===== src/design/ibr_pkg.sv =====
// Shared types and constants for the icon bitmap to RGBA decoder.
// No dependencies.
package ibr_pkg;

	localparam logic [1:0] CMD_START   = 2'd0;
	localparam logic [1:0] CMD_PALETTE = 2'd1;
	localparam logic [1:0] CMD_MAP     = 2'd2;
	localparam logic [1:0] CMD_MASK    = 2'd3;

	localparam logic [2:0] DEPTH_1  = 3'd0;
	localparam logic [2:0] DEPTH_4  = 3'd1;
	localparam logic [2:0] DEPTH_8  = 3'd2;
	localparam logic [2:0] DEPTH_24 = 3'd3;

	localparam logic [1:0] REG_DEPTH  = 2'd0;
	localparam logic [1:0] REG_WIDTH  = 2'd1;
	localparam logic [1:0] REG_HEIGHT = 2'd2;

	// Largest icon and palette that the stores hold.
	localparam int IMG_W_LIMIT = 64;
	localparam int IMG_H_LIMIT = 64;
	localparam int PAL_ENTRIES = 256;

	typedef struct packed {
		logic [1:0] cmd;
		logic [7:0] data_byte;
	} item_t;

endpackage


===== src/design/ibr_front.sv =====
// Front end: accepts input transfers into a short queue.
// Depends on ibr_pkg.
module ibr_front (
	input  logic            clk,
	input  logic            arst_n,
	input  logic            in_valid,
	output logic            in_ready,
	input  ibr_pkg::item_t  in_item,
	output logic            q_valid,
	input  logic            q_pop,
	output ibr_pkg::item_t  q_item
);
	ibr_pkg::item_t mem_q [4];
	logic [1:0] wr_q, rd_q;
	logic [2:0] cnt_q;
	logic push;

	assign in_ready = (cnt_q != 3'd4);
	assign push = in_valid && in_ready;
	assign q_valid = (cnt_q != 3'd0);
	assign q_item = mem_q[rd_q];

	always_ff @(posedge clk) begin
		if (push) mem_q[wr_q] <= in_item;
	end

	always_ff @(posedge clk or negedge arst_n) begin
		if (!arst_n) begin
			wr_q <= '0;
			rd_q <= '0;
			cnt_q <= '0;
		end else begin
			if (push) wr_q <= wr_q + 2'd1;
			if (q_pop) rd_q <= rd_q + 2'd1;
			cnt_q <= cnt_q + {2'b0, push} - {2'b0, q_pop};
		end
	end
endmodule


===== config.mk =====
export PLATFORM = sky130hd
export DESIGN_NAME = ibr_front
export DESIGN_NICKNAME = d
export VERILOG_FILES = /design/src/design/ibr_pkg.sv /design/src/design/ibr_front.sv
export SDC_FILE = /design/constraint.sdc
export NUM_CORES = 1
export LEC_CHECK = 0
export BUFFER_PORTS_ARGS = -buffer_cell sky130_fd_sc_hd__clkbuf_2
export CAP_MARGIN = 20
export CORE_MARGIN = 3
export CORE_UTILIZATION = 60
export CTS_CLUSTER_DIAMETER = 120
export CTS_CLUSTER_SIZE = 10
export DETAILED_ROUTE_END_ITERATION = 8
export PLACE_DENSITY_LB_ADDON = 0.08
export SLEW_MARGIN = 20
export SYNTH_ARGS = -nofsm -noshare
export SYNTH_HDL_FRONTEND = slang
export SYNTH_SLANG_ARGS = --single-unit

===== constraint.sdc =====
create_clock -name clk -period 6.5 [get_ports clk]
set_clock_uncertainty 0.1 [all_clocks]
set_input_delay 0.325 -clock clk [delete_from_list [all_inputs] [get_ports clk]]
set_output_delay 0.325 -clock clk [all_outputs]
set_load 0.02 [all_outputs]

# After elaboration in Yosys (flattened, before gate mapping)
# Memories as Yosys holds them, arrays and structs flattened.
# Index checks and enable logic that the tools add are counted.
[word_totals] reg_bits=7 latch_bits=0 ramBits=40 mem_bits_ro=0 inputBits=14 output_inout_bits=12 wordCells=13 mem_count=1
[mem_list] memory="mem_q" words=4 word_bits=10 read_ports=1 rd_ports_with_merged_regs=0 write_ports=1 line_no="ibr_front.sv:13" rtl="ibr_pkg::item_t mem_q [4];"
[op_classes] add_sub_neg=4 mul=0 div_mod_pow=0 order_cmp=0 n_eq_ne=1 shifts=0 mux=2 bitwise=0 n_reduce_logical=2
[ops] cell="2-bit by 1-bit adder with 2-bit output, second input constant" count=2
[ops] cell="3-bit by 1-bit adder with 3-bit output" count=1
[ops] cell="3-bit != test, second input constant" count=1
[ops] cell="3-bit nonzero test" count=1
[ops] cell="3-bit by 1-bit subtractor with 3-bit output" count=1
[ops] cell="1-bit 2-to-1 mux" count=2
[ops] cell="1-bit logical AND" count=1

# Depth between registers and ports, before layout
# Gate-level depths: netlist of the first run.
[depth] word_depth=4 mapped_depth=9 depth_no_buf=9

# Least setup slack after synthesis of the first run
# OpenSTA, ideal clock, no wires.
[synth_path] path_kind="register -> register" start="register cnt_q[1]" end="register cnt_q[2]" setup_time_ns=0.127 arrival_time_ns=1.939 required_ns=6.273 setup_slack_ns=4.334 path_stages_with_launch=10 path_buffers=0 period_less_slack_ns=2.166 path_cell_list="dfrtp_1 > nor3b_2 > nand2b_1 > ha_1 > inv_1 > ha_1 > inv_1 > fa_1 > xnor2_1 > xnor2_1"
[synth_via] elab_chain_cells=4
[synth_rtl] element="from (decl)" line_no="ibr_front.sv:15" rtl="logic [2:0] cnt_q;"
[synth_rtl] element="from (signal assigned)" line_no="ibr_front.sv:35" rtl="cnt_q <= cnt_q + {2'b0, push} - {2'b0, q_pop};"
[synth_rtl] element="3-bit != test" line_no="ibr_front.sv:18" rtl="assign in_ready = (cnt_q != 3'd4);"
[synth_rtl] element="1-bit logical AND" line_no="ibr_front.sv:19" rtl="assign push = in_valid && in_ready;"
[synth_rtl] element="3-bit by 1-bit adder with 3-bit output *" line_no="ibr_front.sv:35"
[synth_rtl] element="3-bit by 1-bit subtractor with 3-bit output *" line_no="ibr_front.sv:35"
# Every way passes the cells marked *; elsewhere a longest branch is shown, timed or not.
# A chain may end at the register's enable or synchronous reset.

==> reports/results.txt, run 1 <==
Die Y: 62.3 um
Post-cts gate resize count: 0
Footprint of the multi-input gates: 487 um2
Seq cells post-synth: 47
Crit-path max cell delay: 790 ps
RSZ-0062 raised after global routing: false
Post-Syn Area: 1900 um2
Worst Tran Pin Value: 655 ps
Final GP Congestion: 0.723
Nets: 144
Mean Syn Cell Area: 20.7 um2
Port-buffer cells: 25
Vias in the first global route: 991
Final Cycle Share: 36.4%
Post-DP HPWL: 1.89 mm
DR vias/cell: 5.52
Worst Setup Path Type: reg2out
Fin. Hold Viols: 0
Final Instance Area: 2160 um2
Core Region: 2880 um2
Synthesis Warnings: 0
Post-Syn Nets: 113
Clock sink total: 47
CP max FO: 12
GRT overflow: 0
Fin util: 75.0%
H-Tree Level Count: 2
Largest net degree at the start of global routing: 17
ANT nets after route: 0
Dpl cell area: 2060 um2
Worst R2R Path Depth: 9
Via count: 916
Endpoints failing setup: 0
Antenna diodes: 0
Status: complete, no violations
CP max-delay cell: dfrtp_1
Layout cells sized above 1: 33.9%
Mapped Cells: 92
WP data arrival: 1940 ps
Routed wire length: 2.69 mm
CTS buffer count: 5
Max-slew violation count: 0
Top-area cell type share of the netlist area: 63.2%
Yosys cell types: 18
DRT Pass-1 Iters: 4
Drt wl/cell: 16.2 um
Die area: 3880 um2
FILL cells: 172
Sequential cell area: 1380 um2
CP Launch Type: register
Clk pin slew, worst setup/hold paths: 130 ps
First-pass GRT wire length: 4.75 mm
Root buffer cell: clkbuf_4
CTS max path bufs: 2
Peak supply drop: 0.308 mV
Worst hold slack: 77.8 ps
Lkg Pwr: 0.000809 uW
Crit path buffers/inverters: 1
TritonCTS clock tree: built
Maxcap violations: 0
Crit path max-delay family: flip-flops
Critical Path, Cell by Cell: mux4_1 > clkbuf_2
Hold depth: 1
Worst Path Required: 6070 ps
Worst skew pair latency: 350 ps
Site row count: 19
DRC Markers: 0
Area Growth Syn to Fin: 13.4%
Crit. End Element: primary output
Worst rel slew slack: 56.4%
Power Density: 438 nW/um2
Die Wd: 62.3 um
DR iter-0 viols: 14
Starting Density: 66.1%
Period minus WS final: 2360 ps
I/O pins: 26
Initial antenna violation count: 0
Top cells by area, synth: edfxtp_1, mux4_2, dfrtp_1, ha_1, mux4_1
HP Class: in2reg
Crit. path cell count: 2
Seq/Total Area, Yosys: 72.4%
Achievable Freq: 0.423 GHz
Synth area leader: edfxtp_1
Setup TNS: 0 ps
GRT Util Overall: 16.6%
[state kept, by name, summed over array words and instances, names as in the netlist]
signal  count
cnt_q       3
mem_q      40
rd_q        2
wr_q        2
[power breakdown]
group	leakage [uW]	total (uW)	internal, uW	switching, uW
sequential	0.000449	472	405	67.0
clock	0.0000418	171	82.2	89.0
combinational	0.000319	302	145	156
total	0.000809	945	632	312
[through the flow]
| step | setup slack [ps] | power, uW | std cells |
|---|---|---|---|
| finish | 4140 | 945 | 166 |
| CTS | 4080 | 958 | 166 |
| detailed placement | 4140 | 788 | 157 |
| global placement | 4230 | 780 | 157 |
| global route | 3940 | 1010 | 166 |
| floorplan | 4330 | 698 | 92 |
[repair_timing]
item                      4_1_cts  5_1_grt
setup buffers                   0        0
hold buffers                    1        0
hold endpoints to repair        7        0
[layout by cell type (no fill, tap or decap), types with 2 or more instances in the layout]
cell	synthesis	routed
mux4_2	8	8
clkbuf_4	0	5
inv_1	6	6
clkbuf_2	0	25
and3b_1	4	4
xnor2_1	3	3
nand2b_1	4	4
nand4bb_1	2	2
mux4_1	2	2
nand2_1	2	2
o211ai_1	2	2
ha_1	6	6
edfxtp_1	40	40
dfrtp_1	7	7
[worst reg2reg max path, stage by stage (launching register included)]
cell and delay, ps:
dfrtp_1 480, nor3b_2 400, nand2b_1 160, ha_1 220
inv_1 50, ha_1 140, inv_1 50, fa_1 380
xnor2_1 150, xnor2_1 120
[synth_stat cells]
cell        n
edfxtp_1   40
mux4_2      8
xnor2_1     3
buf_6       1
fa_1        1
nor3b_2     1
or3_1       1
nand4bb_1   2
ha_1        6
xor2_1      1
and3b_1     4
dfrtp_1     7
inv_1       6
buf_2       1
nand2_1     2
mux4_1      2
o211ai_1    2
nand2b_1    4
[metal layers]
metal | vias to the layer above | GRT usage, % | wire length, um
li1 | 425 | - | -
met1 | 459 | 20.5 | 1120
met2 | 25 | 28.2 | 1410
met3 | 7 | 4.14 | 103
met4 | 0 | 6.61 | 50
met5 | - | 0 | 0
[path summary, 6_finish.rpt]
check | from | end | slack, ps
setup / recovery | rd_q[0]$_DFFE_PN0P_ | q_item[0] | 4140
hold / removal | in_item[3] | mem_q[3][3]$_DFFE_PP_ | 80
setup reg to reg | cnt_q[1]$_DFF_PN0_ | cnt_q[2]$_DFF_PN0_ | 4160
max in group asynchronous | arst_n | wr_q[1]$_DFFE_PN0P_ | 5910
min in group asynchronous | arst_n | rd_q[0]$_DFFE_PN0P_ | 220
hold reg to reg | cnt_q[1]$_DFF_PN0_ | cnt_q[2]$_DFF_PN0_ | 500
[kinds of logic (layout without fill, tap and decap cells)]
group	after synthesis	in the layout	share of synthesized area, %
flops	47	47	72.4
xor+xnor	4	4	1.84
compound gates	2	2	0.789
buf+inv	8	40	2.04
simple gates	14	14	5.72
fa+ha+maj	7	7	5.00
mux	10	10	12.2
[final cells by class]
class	count	area share (%)
well taps	42	2.44
clock buffers	5	1.74
inverters	6	1.04
repair buffers	26	6.26
flip-flops and latches	47	63.8
clock inverters	3	2.15
multi-input cells	37	22.6
Power figures use the tool's default switching activity.
==> run 2: changes to the inputs <==
--- a/config.mk
+++ b/config.mk
@@ -5,10 +5,11 @@
 export SDC_FILE = /design/constraint.sdc
 export NUM_CORES = 1
 export LEC_CHECK = 0
+export ABC_AREA = 1
 export BUFFER_PORTS_ARGS = -buffer_cell sky130_fd_sc_hd__clkbuf_2
 export CAP_MARGIN = 20
 export CORE_MARGIN = 3
-export CORE_UTILIZATION = 60
+export CORE_UTILIZATION = 56
 export CTS_CLUSTER_DIAMETER = 120
 export CTS_CLUSTER_SIZE = 10
 export DETAILED_ROUTE_END_ITERATION = 8
==> constraint.sdc (replaced) <==
create_clock -name clk -period 2.3 [get_ports clk]
set_clock_uncertainty 0.1 [all_clocks]
set_input_delay 0.115 -clock clk [delete_from_list [all_inputs] [get_ports clk]]
set_output_delay 0.115 -clock clk [all_outputs]
set_load 0.02 [all_outputs]
==> run 2 against run 1 <==
Effect of this change: sequential cell count stayed put; die area is 14% higher; sequential share of layout area is 6.2 points lower; critical path depth is 8 higher; first-iteration DRC count grew to 3.4 times the previous value; clock-buffer cell count is 1 higher; cell count is 55% higher; critical path type is now reg2reg.
==> reports/results.txt, run 2 <==
Setup TNS: 0 ps
Crit-path max cell delay: 460 ps
Layout cells sized above 1: 19.3%
Top reg by flops: mem_q
Post-Syn Nets: 188
GRT overflow: 0
Worst Path Required: 2460 ps
DRT Pass-1 Iters: 5
TritonCTS clock tree: built
Routed wire length: 3.32 mm
Largest register FFs: 40
Mapped Cells: 167
Post-synth EDFFs: 40
Fin. Hold Viols: 0
Final GP Congestion: 0.773
Maxcap violations: 0
First-pass GRT wire length: 5.49 mm
Lkg Pwr: 0.00105 uW
DR iter-0 viols: 47
Die Wd: 66.4 um
Synth area leader: edfxtp_1
Post-DP HPWL: 2.21 mm
Via count: 1,288
Worst Setup SP: cnt_q[1]$_DFF_PN0_
Worst rel slew slack: 70.8%
Root buffer cell: clkbuf_4
Endpoints failing setup: 0
Dpl cell area: 2200 um2
Crit path max-delay family: adder cells
FILL cells: 257
ANT nets after route: 0
Die Y: 66.4 um
Power Density: 1160 nW/um2
Synthesis Warnings: 0
Worst Setup Path Type: reg2reg
RSZ-0062 raised after global routing: false
CTS buffer count: 5
Period minus WS final: 1990 ps
Area Growth Syn to Fin: 16.9%
Max-slew violation count: 0
Post-cts gate resize count: 0
Final Cycle Share: 86.5%
Crit. End Element: register
CP Launch Type: register
I/O pins: 26
Top FF cell, synth: edfxtp_1
Top cells by area, synth: edfxtp_1, dfrtp_1, nand2_1, o211ai_1, inv_1
Synth async-reset ratio: 14.9%
Commonest non-fill, non-tap cell in the layout: nand2_1
Clock sink total: 47
Die area: 4410 um2
DRC Markers: 0
Seq cells post-synth: 47
Vias in the first global route: 1,257
Peak supply drop: 0.627 mV
FF-to-FF Start: cnt_q[1]$_DFF_PN0_
Critical Path, Cell by Cell: nor2_2 > nand2_2 > nand2_4 > ha_1 > inv_1 > ha_1 > inv_1 > fa_1 > nand3_1 > nand2_1
Nets: 232
Seq/Total Area, Yosys: 67.4%
Largest net degree at the start of global routing: 43
GRT Util Overall: 17.3%
Post-Syn Area: 2040 um2
Count leader, synth: nand2_1
HP Class: in2async
Largest registers: mem_q x40, cnt_q x3
DR vias/cell: 4.99
Site row count: 21
Initial antenna violation count: 0
Achievable Freq: 0.503 GHz
WP data arrival: 2150 ps
CP max FO: 7
Worst Tran Pin Value: 437 ps
CTS max path bufs: 2
CP max-delay cell: dfrtp_1
Synth top cells by count: nand2_1, edfxtp_1, inv_1
Crit path buffers/inverters: 2
Antenna diodes: 0
Top-area cell type share of the netlist area: 58.8%
Mean Syn Cell Area: 12.2 um2
H-Tree Level Count: 2
Core Region: 3420 um2
Drt wl/cell: 12.9 um
Port-buffer cells: 25
Total power draw: 2770 uW
Status: complete, no violations
Yosys cell types: 16
Clk pin slew, worst setup/hold paths: 130 ps
Commonest cells after routing, fill and taps aside: nand2_1, edfxtp_1, inv_1, clkbuf_2, o211ai_1
Starting Density: 59.8%
Final Instance Area: 2390 um2
Worst skew pair latency: 350 ps
Post-CTS setup repair buffer count: 0
Hold Buf Count CTS: 13
## run 2: cell count changes after synthesis, moves of 8 or more
| cell | before | now |
|---|---|---|
| nand2_1 | 2 | 41 |
| inv_1 | 6 | 33 |
| o211ai_1 | 2 | 19 |
| mux4_2 | 8 | 0 |
## run 2: cells by family after synthesis
logic type | synth area share [%]
AOI/OAI and AO/OA | 7.60
xor gates and xnor gates | 0.858
adders and majority gates | 4.66
buffers and inverters | 9.31
DFF | 67.4
and+or+nand+nor | 10.2
## run 2: report_power, final
part	total (uW)	switching, uW	internal, uW	leakage [uW]
clock network	358	239	119	0.0000299
registers	1220	82.3	1140	0.000449
logic	1190	785	404	0.000571
total	2770	1110	1660	0.00105
## run 2: per-layer routing
metal  part of all wire [%]  track usage (%)  wire [um]
met1                     43             21.2       1420
met2                     52             28.3       1720
met3                    3.7             4.25        122
met4                    1.8             8.63         61
met5                      0                0          0
## run 2: layout make-up
| cell class | instances | area [um2] | share of cell area (%) |
|---|---|---|---|
| inverters | 33 | 124 | 5.19 |
| multi-input cells | 80 | 475 | 19.9 |
| well taps | 46 | 57.6 | 2.41 |
| repair buffers | 44 | 300 | 12.6 |
| flip-flops and latches | 47 | 1380 | 57.7 |
| clock inverters | 2 | 12.5 | 0.524 |
| clock buffers | 6 | 41.3 | 1.73 |
## run 2: stage by stage
| step | worst slack [ps] | hold slack [ps] | instances | utilization (%) |
|---|---|---|---|---|
| 3_5_place_dp | 328 | -127 | 237 | 64.5 |
| 4_1_cts | 301 | 17.8 | 258 | 69.9 |
| 2_1_floorplan | 354 | -281 | 167 | - |
| 6_report | 311 | 19.7 | 258 | 69.9 |
| 3_3_place_gp | 388 | -138 | 237 | 64.5 |
| 5_1_grt | 154 | 40.3 | 258 | 69.9 |
## run 2: final timing paths
kind,end,slack (ps),depth (start not counted)
setup / recovery,cnt_q[2]$_DFF_PN0_,310,10
hold / removal,cnt_q[1]$_DFF_PN0_,20,2
setup reg to reg,cnt_q[2]$_DFF_PN0_,310,10
hold reg to reg,wr_q[1]$_DFFE_PN0P_,450,2
max in group asynchronous,rd_q[1]$_DFFE_PN0P_,1900,2
min in group clk,mem_q[0][5]$_DFFE_PP_,410,2
==> run 3: changes to the inputs <==
--- a/config.mk
+++ b/config.mk
@@ -9,7 +9,8 @@
 export BUFFER_PORTS_ARGS = -buffer_cell sky130_fd_sc_hd__clkbuf_2
 export CAP_MARGIN = 20
 export CORE_MARGIN = 3
-export CORE_UTILIZATION = 56
+export CORE_UTILIZATION = 59
+export CTS_BUF_LIST = sky130_fd_sc_hd__clkbuf_8
 export CTS_CLUSTER_DIAMETER = 120
 export CTS_CLUSTER_SIZE = 10
 export DETAILED_ROUTE_END_ITERATION = 8
==> run 3 against run 2 <==
Effect of this change: clock power increased by 95%; register-to-register slack worse by 50 ps; total power grew 12%; combinational power about the same; critical path type unchanged; critical endpoint is now cnt_q[1]$_DFF_PN0_.
==> reports/results.txt, run 3 (synthesis results as in run 2) <==
Routed wire length: 3.37 mm
GRT overflow: 0
Maxcap violations: 0
Worst Setup EP: cnt_q[1]$_DFF_PN0_
RR Endpoint: cnt_q[1]$_DFF_PN0_
Sw frac: 36.4%
Worst hold slack: 36.5 ps
Post-DP HPWL: 2.29 mm
Largest registers: mem_q x40, cnt_q x3
Initial antenna violation count: 0
Crit. End Element: register
I/O pins: 26
GRT met3 Usage: 6.59%
Max-slew violation count: 0
Peak supply drop: 0.771 mV
Worst Tran Pin Value: 450 ps
ANT nets after route: 0
Die Wd: 64.8 um
Internal reg-to-reg setup slack: 260 ps
Post-cts gate resize count: 0
Via count: 1,252
Period minus WS final: 2040 ps
Status: complete, no violations
CTS buffer count: 5
Clk pwr share: 22.4%
Largest register FFs: 40
TritonCTS clock tree: built
Nets: 231
Commonest non-fill, non-tap cell in the layout: nand2_1
Routing usage on met1: 20.0%
Worst Setup Path Type: reg2reg
Clock sink total: 47
Combinational share of power: 37.1%
WP data arrival: 2140 ps
Area Growth Syn to Fin: 20.3%
Final Cycle Share: 88.6%
H-Tree Level Count: 2
DR vias/cell: 4.91
Flop pwr share: 40.4%
Die area: 4200 um2
Internal power: 1980 uW
CP max FO: 7
Die Y: 64.8 um
CTS max path bufs: 2
Worst Path Required: 2400 ps
Core Region: 3180 um2
Worst R2R Path Depth: 9
FF-to-FF Start: cnt_q[1]$_DFF_PN0_
Most Crowded Layer GR: met2
CP Launch Type: register
DRT Pass-1 Iters: 5
First-pass GRT wire length: 5.58 mm
Drt wl/cell: 13.2 um
Top reg by flops: mem_q
DR iter-0 viols: 60
Antenna diodes: 0
Switch Pwr: 1130 uW
Root buffer cell: clkbuf_8
FILL cells: 209
Fin. Hold Viols: 0
Layout cells sized above 1: 20.4%
HP Class: in2reg
RSZ-0062 raised after global routing: false
Footprint of the multi-input gates: 475 um2
Commonest cells after routing, fill and taps aside: nand2_1, edfxtp_1, inv_1, clkbuf_2, o211ai_1
Setup TNS: 0 ps
Starting Density: 64.3%
DRC Markers: 0
Endpoints failing setup: 0
Worst Setup SP: cnt_q[1]$_DFF_PN0_
Site row count: 20
Worst rel slew slack: 70.0%
Achievable Freq: 0.491 GHz
Lkg Pwr: 0.00108 uW
Met2 usage: 32.4%
Power Density: 1270 nW/um2
Vias in the first global route: 1,245
Clk pin slew, worst setup/hold paths: 80 ps
Sequential cell area: 1380 um2
GRT Util Overall: 18.6%
Worst skew pair latency: 300 ps
Final GP Congestion: 0.757
Largest net degree at the start of global routing: 29
Port-buffer cells: 25
-- run 3: power groups by stage --
stage               clock network, uW  logic (uW)  registers, uW
global placement                    0        1100           1260
finish                            699        1160           1260
global route                      742        1290           1290
floorplan                           0         910           1230
CTS                               710        1170           1260
detailed placement                  0        1140           1280
-- run 3: layout make-up --
cell class	count	share of cell area (%)
repair buffers	43	11.8
well taps	44	2.24
clock inverters	3	2.75
multi-input cells	80	19.3
inverters	33	5.04
flip-flops and latches	47	56.0
clock buffers	5	2.80
-- run 3: critical path: stages (launching register included) --
cell	delay (ps)
dfrtp_1	440
nor2_2	170
nand2_2	110
nand2_4	110
ha_1	230
inv_1	60
ha_1	130
inv_1	50
fa_1	500
inv_1	40
-- run 3: metal layers --
| metal | wire (um) | up-vias |
|---|---|---|
| li1 | - | 635 |
| met2 | 1700 | 38 |
| met3 | 177 | 8 |
| met1 | 1410 | 571 |
| met5 | 0 | - |
| met4 | 77 | 0 |
-- run 3: worst min path at each step --
| stage | startpoint | end | slack (ps) | cells after the start |
|---|---|---|---|---|
| floorplan | arst_n | cnt_q[0]$_DFF_PN0_ | -280 | 0 |
| CTS | in_valid | wr_q[0]$_DFFE_PN0P_ | 20 | 3 |
| detailed placement | arst_n | cnt_q[1]$_DFF_PN0_ | -140 | 1 |
| finish | in_valid | wr_q[0]$_DFFE_PN0P_ | 40 | 3 |
| global route | in_valid | wr_q[0]$_DFFE_PN0P_ | 20 | 3 |
| global placement | arst_n | cnt_q[1]$_DFF_PN0_ | -140 | 1 |
-- run 3: metrics by stage --
| step | total power, uW | area, um2 | utilization (%) | worst slack, ps | instances |
|---|---|---|---|---|---|
| after floorplan | 2140 | 2040 | - | 354 | 167 |
| after global placement | 2370 | 2200 | 69.3 | 386 | 235 |
| after detailed placement | 2420 | 2200 | 69.3 | 269 | 235 |
| after CTS | 3140 | 2460 | 77.3 | 253 | 255 |
| after global routing | 3310 | 2460 | 77.3 | 115 | 255 |
| final | 3110 | 2460 | 77.3 | 263 | 255 |
-- run 3: repair_timing --
item	4_1_cts	5_1_grt
setup buffers	0	0
hold buffers	12	0
hold endpoints to repair	48	0
